--- config.mk ---
export PLATFORM = sky130hd
export DESIGN_NAME = next_fit_block_allocator_unit
export DESIGN_NICKNAME = d
export VERILOG_FILES = /design/src/design/nfba_pkg.sv /design/src/design/nfba_ctrl.sv /design/src/design/nfba_dp.sv /design/src/design/next_fit_block_allocator_unit.sv
export SDC_FILE = /design/constraint.sdc
export NUM_CORES = 1
export LEC_CHECK = 0
export BUFFER_PORTS_ARGS = -buffer_cell sky130_fd_sc_hd__buf_2
export CAP_MARGIN = 20
export CORE_AREA = 2 2 177 179
export CTS_CLUSTER_DIAMETER = 100
export DETAILED_ROUTE_END_ITERATION = 8
export DIE_AREA = 0 0 179 181
export PLACE_DENSITY = 0.67
export SLEW_MARGIN = 0
export SYNTH_ARGS = -nofsm -noshare
export SYNTH_HDL_FRONTEND = slang
export SYNTH_HIERARCHICAL = 1
export SYNTH_SLANG_ARGS = --single-unit
--- constraint.sdc ---
create_clock -name clk -period 12.1 [get_ports clk]
set_input_delay 0 -clock clk [delete_from_list [all_inputs] [get_ports clk]]
set_output_delay 0 -clock clk [all_outputs]
set_load 0.02 [all_outputs]
--- src/design/nfba_pkg.sv ---
// ----------------------------------------------------------------------------
// nfba_pkg
// Shared constants and controller/datapath interface types for the next-fit
// block allocator.
// ----------------------------------------------------------------------------
package nfba_pkg;

	localparam int MAX_BLOCKS = 16;
	localparam int IDX_W      = 4;   // width of a block index field
	localparam int SIZE_W     = 16;  // width of a size field
	localparam int COUNT_W    = 5;   // width of the block_count register

	localparam logic [COUNT_W-1:0] COUNT_RESET = COUNT_W'(16);
	localparam logic [COUNT_W-1:0] COUNT_MAX   = COUNT_W'(MAX_BLOCKS);

	localparam logic KIND_LOAD    = 1'b0;
	localparam logic KIND_REQUEST = 1'b1;

	// Commands from the controller to the datapath.
	typedef struct packed {
		logic load;    // write one block size into the table
		logic start;   // latch the request and set up the scan
		logic step;    // advance the scan to the next block
		logic commit;  // write the result and update the table on a hit
	} nfba_cmd_t;

	// Status from the datapath to the controller.
	typedef struct packed {
		logic hit;     // the block under the scan pointer fits
		logic last;    // no further block remains to be examined
	} nfba_status_t;

endpackage

--- src/design/nfba_ctrl.sv ---
// ----------------------------------------------------------------------------
// nfba_ctrl
// Controller state machine: accepts items, sequences the circular scan and
// owns the result valid flag.
// ----------------------------------------------------------------------------
module nfba_ctrl import nfba_pkg::*; (
	input  logic         clk,
	input  logic         arst_n,
	input  logic         s_tvalid,
	output logic         s_tready,
	input  logic         kind,
	output logic         m_tvalid,
	input  logic         m_tready,
	output nfba_cmd_t    cmd,
	input  nfba_status_t status
);

	typedef enum logic [1:0] {
		ST_IDLE = 2'b01,
		ST_SCAN = 2'b10
	} state_t;

	state_t state_q, state_d;
	logic   accept;
	logic   out_free;
	logic   finish;

	assign s_tready = (state_q == ST_IDLE);
	assign accept   = s_tvalid && s_tready;
	assign out_free = !m_tvalid || m_tready;
	assign finish   = status.hit || status.last;

	always_comb begin
		state_d    = state_q;
		cmd.load   = 1'b0;
		cmd.start  = 1'b0;
		cmd.step   = 1'b0;
		cmd.commit = 1'b0;
		unique case (state_q)
			ST_IDLE: begin
				if (accept && kind == KIND_LOAD) begin
					cmd.load = 1'b1;
				end else if (accept) begin
					cmd.start = 1'b1;
					state_d   = ST_SCAN;
				end
			end
			ST_SCAN: begin
				if (finish) begin
					// Hold here until the result register can take the result.
					if (out_free) begin
						cmd.commit = 1'b1;
						state_d    = ST_IDLE;
					end
				end else begin
					cmd.step = 1'b1;
				end
			end
			default: state_d = ST_IDLE;
		endcase
	end

	always_ff @(posedge clk or negedge arst_n) begin
		if (!arst_n) begin
			state_q  <= ST_IDLE;
			m_tvalid <= 1'b0;
		end else begin
			state_q <= state_d;
			if (cmd.commit) begin
				m_tvalid <= 1'b1;
			end else if (m_tready) begin
				m_tvalid <= 1'b0;
			end
		end
	end

endmodule

--- src/design/nfba_dp.sv ---
// ----------------------------------------------------------------------------
// nfba_dp
// Datapath: free size table, rover, block count register, scan pointer and
// result register.
// ----------------------------------------------------------------------------
module nfba_dp import nfba_pkg::*; (
	input  logic                clk,
	input  logic                arst_n,
	input  logic                cfg_we,
	input  logic [COUNT_W-1:0]  cfg_count,
	input  nfba_cmd_t           cmd,
	output nfba_status_t        status,
	input  logic [IDX_W-1:0]    block_index,
	input  logic [SIZE_W-1:0]   block_size,
	input  logic [SIZE_W-1:0]   request_size,
	output logic                granted,
	output logic [IDX_W-1:0]    granted_index,
	output logic [SIZE_W-1:0]   granted_size
);

	logic [SIZE_W-1:0]  free_q [MAX_BLOCKS];
	logic [IDX_W-1:0]   rover_q;
	logic [COUNT_W-1:0] block_count_q;
	logic [COUNT_W-1:0] active_q;     // saturated count latched at request start
	logic [COUNT_W-1:0] remain_q;     // blocks still to examine, current one included
	logic [IDX_W-1:0]   idx_q;
	logic [SIZE_W-1:0]  req_q;

	logic [COUNT_W-1:0] active_d;
	logic [IDX_W-1:0]   start_idx;
	logic [COUNT_W-1:0] idx_inc;
	logic [IDX_W-1:0]   idx_next;
	logic [SIZE_W-1:0]  cur_size;

	assign active_d  = (block_count_q > COUNT_MAX) ? COUNT_MAX : block_count_q;
	assign start_idx = ({1'b0, rover_q} < active_d) ? rover_q : '0;

	assign idx_inc  = {1'b0, idx_q} + COUNT_W'(1);
	assign idx_next = (idx_inc < active_q) ? idx_inc[IDX_W-1:0] : '0;
	assign cur_size = free_q[idx_q];

	// With an empty count nothing is examined, so no hit can be raised.
	assign status.hit  = (remain_q != '0) && (cur_size > req_q);
	assign status.last = (remain_q <= COUNT_W'(1));

	always_ff @(posedge clk or negedge arst_n) begin
		if (!arst_n) begin
			for (int i = 0; i < MAX_BLOCKS; i++) begin
				free_q[i] <= '0;
			end
			rover_q       <= '0;
			block_count_q <= COUNT_RESET;
		end else begin
			if (cfg_we) begin
				block_count_q <= cfg_count;
			end
			if (cmd.load && ({1'b0, block_index} < (IDX_W+1)'(MAX_BLOCKS))) begin
				free_q[block_index] <= block_size;
			end
			if (cmd.commit && status.hit) begin
				free_q[idx_q] <= '0;
				rover_q       <= idx_next;
			end
		end
	end

	always_ff @(posedge clk) begin
		if (cmd.start) begin
			active_q <= active_d;
			remain_q <= active_d;
			idx_q    <= start_idx;
			req_q    <= request_size;
		end else if (cmd.step) begin
			remain_q <= remain_q - COUNT_W'(1);
			idx_q    <= idx_next;
		end
		if (cmd.commit) begin
			granted       <= status.hit;
			granted_index <= status.hit ? idx_q : '0;
			granted_size  <= status.hit ? cur_size : '0;
		end
	end

endmodule

--- src/design/next_fit_block_allocator_unit.sv ---
// ----------------------------------------------------------------------------
// next_fit_block_allocator_unit
// Next-fit allocator over a table of free block sizes with a roving pointer.
// ----------------------------------------------------------------------------
// A load transaction (s_tuser kind = 0) writes one block size into the table
// and produces no result. A request transaction (kind = 1) scans the first
// block_count blocks circularly from the rover, one block per cycle through
// the single table read port, and takes the first block whose size is
// strictly greater than the request. The result transaction reports the block
// index and its former size, the block is zeroed and the rover moves past it;
// if nothing fits the result is a refusal with index and size zero and no
// state changes. A new item is accepted in the cycle after the result is
// registered. The result waits in an output register, so the scan of the
// next request runs while an earlier result is still pending; a finished scan
// holds only if the previous result has not yet been taken. block_count values
// above MAX_BLOCKS act as MAX_BLOCKS, a count of zero refuses every request,
// and the count is to be written only while the unit is idle. The table
// resets to all zero.
// ----------------------------------------------------------------------------
module next_fit_block_allocator_unit import nfba_pkg::*; (
	input  logic        clk,
	input  logic        arst_n,
	// Input stream.
	input  logic        s_tvalid,
	output logic        s_tready,
	input  logic [39:0] s_tdata,   // block_index[3:0], block_size[19:4],
	                               // request_size[35:20], zero pad [39:36]
	input  logic [0:0]  s_tuser,   // kind[0]
	// Result stream.
	output logic        m_tvalid,
	input  logic        m_tready,
	output logic [23:0] m_tdata,   // granted_index[3:0], granted_size[19:4],
	                               // zero pad [23:20]
	output logic [0:0]  m_tuser,   // granted[0]
	// Configuration write channel for block_count.
	input  logic        cfg_valid,
	output logic        cfg_ready,
	input  logic [4:0]  cfg_data
);

	nfba_cmd_t         cmd;
	nfba_status_t      status;
	logic              granted;
	logic [IDX_W-1:0]  granted_index;
	logic [SIZE_W-1:0] granted_size;

	// The user must write the register only while idle; the block does not enforce it, so the write is always taken.
	assign cfg_ready = 1'b1;

	nfba_ctrl u_ctrl (
		.clk      (clk),
		.arst_n   (arst_n),
		.s_tvalid (s_tvalid),
		.s_tready (s_tready),
		.kind     (s_tuser[0]),
		.m_tvalid (m_tvalid),
		.m_tready (m_tready),
		.cmd      (cmd),
		.status   (status)
	);

	nfba_dp u_dp (
		.clk           (clk),
		.arst_n        (arst_n),
		.cfg_we        (cfg_valid && cfg_ready),
		.cfg_count     (cfg_data),
		.cmd           (cmd),
		.status        (status),
		.block_index   (s_tdata[3:0]),
		.block_size    (s_tdata[19:4]),
		.request_size  (s_tdata[35:20]),
		.granted       (granted),
		.granted_index (granted_index),
		.granted_size  (granted_size)
	);

	assign m_tuser = granted;
	assign m_tdata = {4'b0000, granted_size, granted_index};

endmodule
# [Yosys cells after proc, flatten, opt, wreduce, memory -nomap -nowiden]
# Cells that the tools add are included.
[totals] ff_bits=319 input_bits=51 output_inout_bits=28
[classes] add_sub_neg=2 n_lt_le_gt_ge=9 eq_ne=6 n_mux=32 bitwise=5 reduce_logical=13
[ops] cell="$mux 256" n=2
[ops] cell="$and 256x256->256" n=1
[ops] cell="$bwmux 256" n=1
[ops] cell="$not 256->256" n=1
[ops] cell="$demux 16 s4" n=2
[ops] cell="$bmux 16 s4" n=1
[ops] cell="$mux 16" n=4
[ops] cell="$gt 16x16->1" n=1
[ops] cell="$mux 4" n=4
[ops] cell="$mux 5" n=3
[ops] cell="$mux 2" n=6
[ops] cell="$ge 5x5->1 const B" n=2
[ops] cell="$lt 5x1->1 const B" n=2
[ops] cell="$not 4->5" n=2
[ops] cell="$mux 1" n=8
[ops] cell="$logic_and 1x1->1" n=6
[ops] cell="$add 4x1->5 const B" n=1
[ops] cell="$gt 5x5->1 const B" n=1
[ops] cell="$le 5x1->1 const B" n=1
[ops] cell="$lt 4x5->1" n=1
[ops] cell="$lt 5x5->1" n=1
[ops] cell="$reduce_bool 5->1" n=1
[ops] cell="$sub 5x1->5 const B" n=1
[ops] cell="$ne 2x1->1 const B" n=2
[ops] cell="other kinds (9)" n=12

# [Logic depth before layout (Yosys ltp)]
# Gate-level depths: netlist (run 1).
[depth] depth_word=11 mapped_depth=19

# [By module]
# Netlist (run 1), hierarchy kept.
[modules_own_cells] mod="nfba_dp" n_inst=1 cells_per_inst=1517 area_per_inst_um2=15502.4
[modules_own_cells] mod="nfba_ctrl" n_inst=1 cells_per_inst=16 area_per_inst_um2=151.4
[modules_own_cells] mod="next_fit_block_allocator_unit" n_inst=1 cells_per_inst=7 area_per_inst_um2=45.0

# [Worst setup path before layout (run 1)]
# No wires, ideal clock.
[synth_timing] path_type="register to register" from="reg u_dp.idx_q[0]" to="reg u_dp/free_q[118] in the netlist's numbering" setup_time_ns=0.124 t_arrival_ns=5.820 t_required_ns=11.976 path_slack_ns=6.156 stages_incl_launch_ff=19 synth_period_minus_slack_ns=5.944 path_cell_list="edfxtp_1 -> buf_6 -> buf_2 -> mux4_2 -> mux4_2 -> ha_1 -> nand4_2 -> nor3_2 -> a21boi_2 -> o31ai_2 -> inv_1 -> clkbuf_1 -> o21ai_1 -> nor2_1 -> inv_1 -> buf_2 -> nor3_2 -> buf_2 -> a21oi_1"
[synth_lines] item="start: declaration" line="nfba_dp.sv:26" source="logic [IDX_W-1:0] idx_q;"
[synth_lines] item="start signal: assignment" line="nfba_dp.sv:71" source="idx_q <= start_idx;"
[synth_lines] item="start signal: assignment" line="nfba_dp.sv:75" source="idx_q <= idx_next;"
[synth_lines] item="end signal: indexed assignment" line="nfba_dp.sv:58" source="free_q[block_index] <= block_size;"
[synth_lines] item="end: declaration" line="nfba_dp.sv:21" source="logic [SIZE_W-1:0] free_q [MAX_BLOCKS];"

==> metrics, run 1 <==
fin crit share 60.8%; fin. max-slew vios 0; Worst Hold Class input port to flip-flop; Setup Skew 0.0227 ns; Initial Utilization 51.7%; reg2reg end u_dp/free_q[209]; relative slew slack 23.0%; CTS clk-pin slew, worst paths 0.06 ns; flops & latches, synth 319; Post-synth EDFFs 51; Startpoint Class flip-flop; Worst Hold Depth 2; Synth Flop Type dfrtp_1; slowest CP cell nor3_4; antenna violations before repair 1; Cell variety after synth 57; Final min period 7.35 ns; GRT Resource Usage Total 28.3%; synth warn 6; Worst VDD drop 0.120 mV; Post-Syn Area 15700 um^2; final std cells w/o fill 2026; top cells by area, synth dfrtp_1 42%, nand2_1 13%, mux4_2 11%, edfxtp_1 9.8%, a21oi_1 7.8%; IO Pins 79; critical path peak fanout 38; die area 32400 um^2; Nets 1684; drt total wl 44300 um; area share of the largest cell type after synthesis 42.4%; vias per inst 5.90; largest family of logic cells by synthesized area simple AND/OR/NAND/NOR gates; Post-DRT Antenna Nets 0; layout cells sized above 1 18.0%; Port Buffers 69; Setup TNS 0 ns; CTS Buf Count 35; Setup WS post-layout 4.75 ns; Layout area overhead 13.4%; status complete, no violations; average routed wire per standard cell 21.9 um; Pre-antenna DRT Iters 7; pwr/cell area 168 nW/um^2; initial drt markers 1202; min-delay src s_tvalid; CTS Buffer Depth 3; crit path DAT 7.69 ns; max frequency 136 MHz; first-pass GRT wire length 69200 um; Reg-to-Reg Start u_dp/idx_q[0]; RePlAce Congestion 0.871; FF-to-FF setup slack 4.75 ns; WS Path Type flip-flop to flip-flop; vias in the first global route 12100; share of the yosys chip area belonging to registers 52.5%; Post-Synth Adder-Cell Area 2.31%; CP Capture Type flip-flop; Die X 179 um; terminating pin of the worst hold path u_dp/active_q[0]; clock latency at the later pin of the worst-skew pair 0.53 ns; Root Driver clkbuf_16; post-synthesis mux area share 11.8%; Die Height 181 um; RSZ-0062 raised after global routing false; Placeable Area 30300 um^2; # setup viols final 0; synth cell count leaders 547 x nand2_1, 266 x dfrtp_1, 246 x a21oi_1, 80 x mux4_2, 65 x clkbuf_1; post-synthesis compound-gate area fraction 10.6%; via count 12000; slowest cell delay on critical path 0.90 ns; CP most frequent cell buf_4; Fin. Hold Viols 0; Yosys top cell by area dfrtp_1; XOR/XNOR Fraction of Synth Area 0.279%; Req. time, crit path 12.44 ns; CTS sink count 319; post-synthesis simple-gate area fraction 17.8%; Lkg Pwr 7.75 nW; MaxCap Viol Count 0; Rows 64; post-place setup slack 4.62 ns; largest net degree at the start of global routing 117; Syn Inst Count 1540; CTS tree yes; Overflow after GRT 0; post-cts resize count 0; Worst-Margin Slew 1.15 ns; Synth async-reset ratio 84.0%; R2R cell count 18; # diodes 0; H-tree depth 2; family with the most delay on the worst path buffers and inverters; dpl cells 1917; WP buf/inv 7; CP Cell Sequence buf_4 > buf_4 > mux4_2 > mux4_2 > ha_1 > nand4_1 > nor3_2 > a21boi_2 > o31ai_4 > buf_4 > inv_1 > o21ai_1 > nor2_2 > buf_4 > inv_1 > buf_16 > nor3_4 > a21oi_1; hpwl dp 27000 um; DRC 0; post-synthesis average cell area 10.2 um^2; most frequent cell after synthesis nand2_1
-- repair_timing --
action,in CTS,in global routing
hold buffers,45,0
setup buffers,0,0
hold endpoints to repair,391,0
-- final cells by class --
type                    instances  area, um^2
fillers                      2535       12500
flip-flops and latches        319        8240
multi-input cells            1076        6760
clock buffers                  51        1060
repair buffers                140        1030
well taps                     396         495
inverters                      32         120
clock inverters                12        98.8
-- cell families (layout without fill, tap and decap cells) --
| kind of cell | after synthesis | in the layout |
|---|---|---|
| other | 2 | 5 |
| adders and majority gates | 29 | 29 |
| buffers and inverters | 148 | 235 |
| AOI/OAI and AO/OA | 299 | 299 |
| xor gates and xnor gates | 5 | 5 |
| and+or+nand+nor | 653 | 653 |
| DFF | 319 | 319 |
| muxes | 85 | 85 |
-- sequential cells by signal (all words and copies together), names as in the netlist --
register,cells
u_ctrl/m_tvalid,1
u_ctrl/state_q,2
u_dp/req_q,16
u_dp/block_count_q,5
u_dp/active_q,5
u_dp/granted_index,4
u_dp/free_q,256
u_dp/granted,1
u_dp/remain_q,5
u_dp/idx_q,4
u_dp/granted_size,16
u_dp/rover_q,4
-- layer usage --
metal  wire length [um]  vias to the layer above  GRT usage [%]
met5                  0                        -              0
li1                   -                     5351              -
met3               4090                       99           5.43
met4               1250                        0           9.14
met1              17900                     5928           39.5
met2              21100                      573           44.7
-- worst max-delay path by stage --
stage                        from                to  slack, ns  depth (start not counted)
floorplan           u_dp/idx_q[0]  u_dp/free_q[118]       6.16                         18
global placement    u_dp/idx_q[0]  u_dp/free_q[229]       4.47                         17
detailed placement  u_dp/idx_q[0]  u_dp/free_q[209]       4.62                         18
CTS                 u_dp/idx_q[0]  u_dp/free_q[209]       4.63                         18
global route        u_dp/idx_q[0]  u_dp/free_q[212]       4.15                         18
finish              u_dp/idx_q[0]  u_dp/free_q[209]       4.75                         18
-- report_power, final --
part	total (W)	switching (W)	internal, W	leakage, nW
registers	0.00136	0.0000948	0.00127	4.02
logic	0.000559	0.000299	0.000260	3.15
clock network	0.00107	0.000436	0.000629	0.578
total	0.00299	0.000830	0.00216	7.75
-- metrics by stage --
stage | total power, W | cell area [um^2] | hold slack [ns] | util, %
floorplan | 0.00176 | 15700 | -0.296 | -
global placement | 0.00189 | 16200 | 0.138 | 53.2
detailed placement | 0.00192 | 16200 | 0.145 | 53.3
CTS | 0.00300 | 17800 | 0.0897 | 58.6
global route | 0.00312 | 17800 | 0.115 | 58.7
finish | 0.00299 | 17800 | 0.0927 | 58.7
-- placed cells by master (no fill, tap or decap), types with 5 or more instances in the layout --
master / n
nand2_1: 547
dfrtp_1: 266
a21oi_1: 246
mux4_2: 80
buf_2: 68
edfxtp_1: 51
dlygate4sd3_1: 45
clkbuf_16: 35
inv_1: 32
ha_1: 29
buf_4: 24
nor2_1: 22
a21oi_2: 20
and2_1: 17
nor3_4: 13
clkbuf_8: 12
nand3_1: 10
clkinv_2: 7
nor3_1: 7
nand2b_1: 6
o21ai_0: 6
nor2b_1: 6
conb_1: 5
nor2_2: 5
No activity file was read; power rests on OpenSTA's default activity.
==> inputs of run 2 (changes only) <==
==> constraint.sdc (replaced) <==
create_clock -name clk -period 7.46 [get_ports clk]
set_input_delay 0 -clock clk [delete_from_list [all_inputs] [get_ports clk]]
set_output_delay 0 -clock clk [all_outputs]
set_load 0.02 [all_outputs]
==> metrics, run 2 (synthesis gave the netlist of run 1 again) <==
status complete, no violations; CTS Buffer Depth 3; max frequency 185 MHz; vias in the first global route 12000; Final min period 5.41 ns; Flop pwr share 44.3%; fin. max-slew vios 0; RePlAce Congestion 0.879; GRT Resource Usage Total 28.3%; Placeable Area 30300 um^2; Nets 1700; Port Buffers 69; Worst VDD drop 0.185 mV; wire length on met3 3620 um; CTS sink count 319; drt total wl 44500 um; hold_buf cts 45; # diodes 0; Layout area overhead 14.8%; most frequent cells in the layout 547 x nand2_1, 266 x dfrtp_1, 246 x a21oi_1; met2 WL 20800 um; die area 32400 um^2; first-pass GRT wire length 69300 um; IO Pins 79; DRC 0; routed length on met1 18500 um; Rows 64; vias per inst 5.79; Req. time, crit path 7.81 ns; commonest non-fill, non-tap cell in the layout nand2_1; max reg flops 256; top flop regs u_dp/free_q: 256 flops, u_dp/granted_size: 16 flops, u_dp/req_q: 16 flops; antenna violations before repair 0; WS Path Type flip-flop to flip-flop; # setup viols final 0; FF-to-FF setup slack 2.05 ns; RSZ-0062 raised after global routing false; Die Height 181 um; Lkg Pwr 7.87 nW; initial drt markers 946; clock latency at the later pin of the worst-skew pair 0.53 ns; via count 11800; fin crit share 72.5%; Die X 179 um; Post-DRT Antenna Nets 0; Startpoint Class flip-flop; H-tree depth 2; post-cts resize count 0; setup bufs post-CTS 0; Worst-Margin Slew 1.07 ns; pwr/cell area 277 nW/um^2; hpwl dp 27900 um; layout cells sized above 1 18.4%; Initial Utilization 51.7%; Clock Power Share 37.1%; post-place setup slack 2.01 ns; relative slew slack 28.6%; Setup WS post-layout 2.05 ns; Combinational Power Share 18.6%; CTS Buf Count 37; Worst Hold Class input port to async pin; Fin. Hold Viols 0; Pre-antenna DRT Iters 7; average routed wire per standard cell 21.7 um; Setup TNS 0 ns; Root Driver clkbuf_16; largest net degree at the start of global routing 180; Setup Skew 0.0309 ns; CTS clk-pin slew, worst paths 0.06 ns; Sw Ratio 27.4%; Overflow after GRT 0; MaxCap Viol Count 0; crit path DAT 5.76 ns; P_int 0.00362 W; critical path peak fanout 39; CP Capture Type flip-flop; CTS tree yes; Net Switching 0.00137 W; most flop-heavy register u_dp/free_q; max layer used met4
-- run 2: metal layers --
layer	global-route usage (%)	vias up
met3	4.59	92
met2	44.0	484
met4	10.1	0
met5	0	-
met1	40.5	5883
li1	-	5390
-- run 2: critical path, stage by stage, from the launching register on --
cell and delay (ns):
edfxtp_1 0.34, buf_4 0.61, mux4_2 0.68, mux4_2 0.57, ha_1 0.35, nand4_1 0.18, nor3_2 0.24, a21boi_2 0.26
o31ai_4 0.10, inv_1 0.06, buf_4 0.22, o21ai_1 0.15, nor2_2 0.13, inv_1 0.31, nor3_4 0.87, a21oi_1 0.10
-- run 2: area by class of cell --
cell class / instances / area, um^2
clock buffers: 57 / 1140
clock inverters: 11 / 113
fillers: 2531 / 12300
inverters: 32 / 120
multi-input cells: 1076 / 6760
flip-flops and latches: 319 / 8240
well taps: 396 / 495
repair buffers: 154 / 1150
-- run 2: final timing paths --
check | startpoint | end | depth (start not counted)
setup / recovery | u_dp/idx_q[0] | u_dp/free_q[204] | 15
hold / removal | arst_n | u_dp/free_q[101] | 2
setup reg to reg | u_dp/idx_q[0] | u_dp/free_q[204] | 15
hold reg to reg | u_ctrl/state_q[1] | u_ctrl/state_q[0] | 1
max in group asynchronous | arst_n | u_dp/free_q[131] | 3
min in group clk | s_tvalid | u_dp/req_q[15] | 2
-- run 2: stage by stage --
stage                     utilization [%]  total power (W)  hold WS (ns)  cell area (um^2)  std cells
final                                59.4          0.00498        0.0643             18000       2045
after global routing                 59.4          0.00521         0.109             18000       2045
after CTS                            59.4          0.00501        0.0964             18000       2045
after detailed placement             53.8          0.00314        0.0687             16300       1932
after global placement               53.7          0.00309        0.0723             16300       1931
after floorplan                         -          0.00286        -0.296             15700       1543
-- run 2: power groups by stage --
stage / clock, W / sequential (W) / combinational [W]
after global placement: 0 / 0.00222 / 0.000869
final: 0.00185 / 0.00221 / 0.000928
after global routing: 0.00195 / 0.00224 / 0.00102
after detailed placement: 0 / 0.00223 / 0.000901
after floorplan: 0 / 0.00218 / 0.000674
after CTS: 0.00188 / 0.00221 / 0.000923
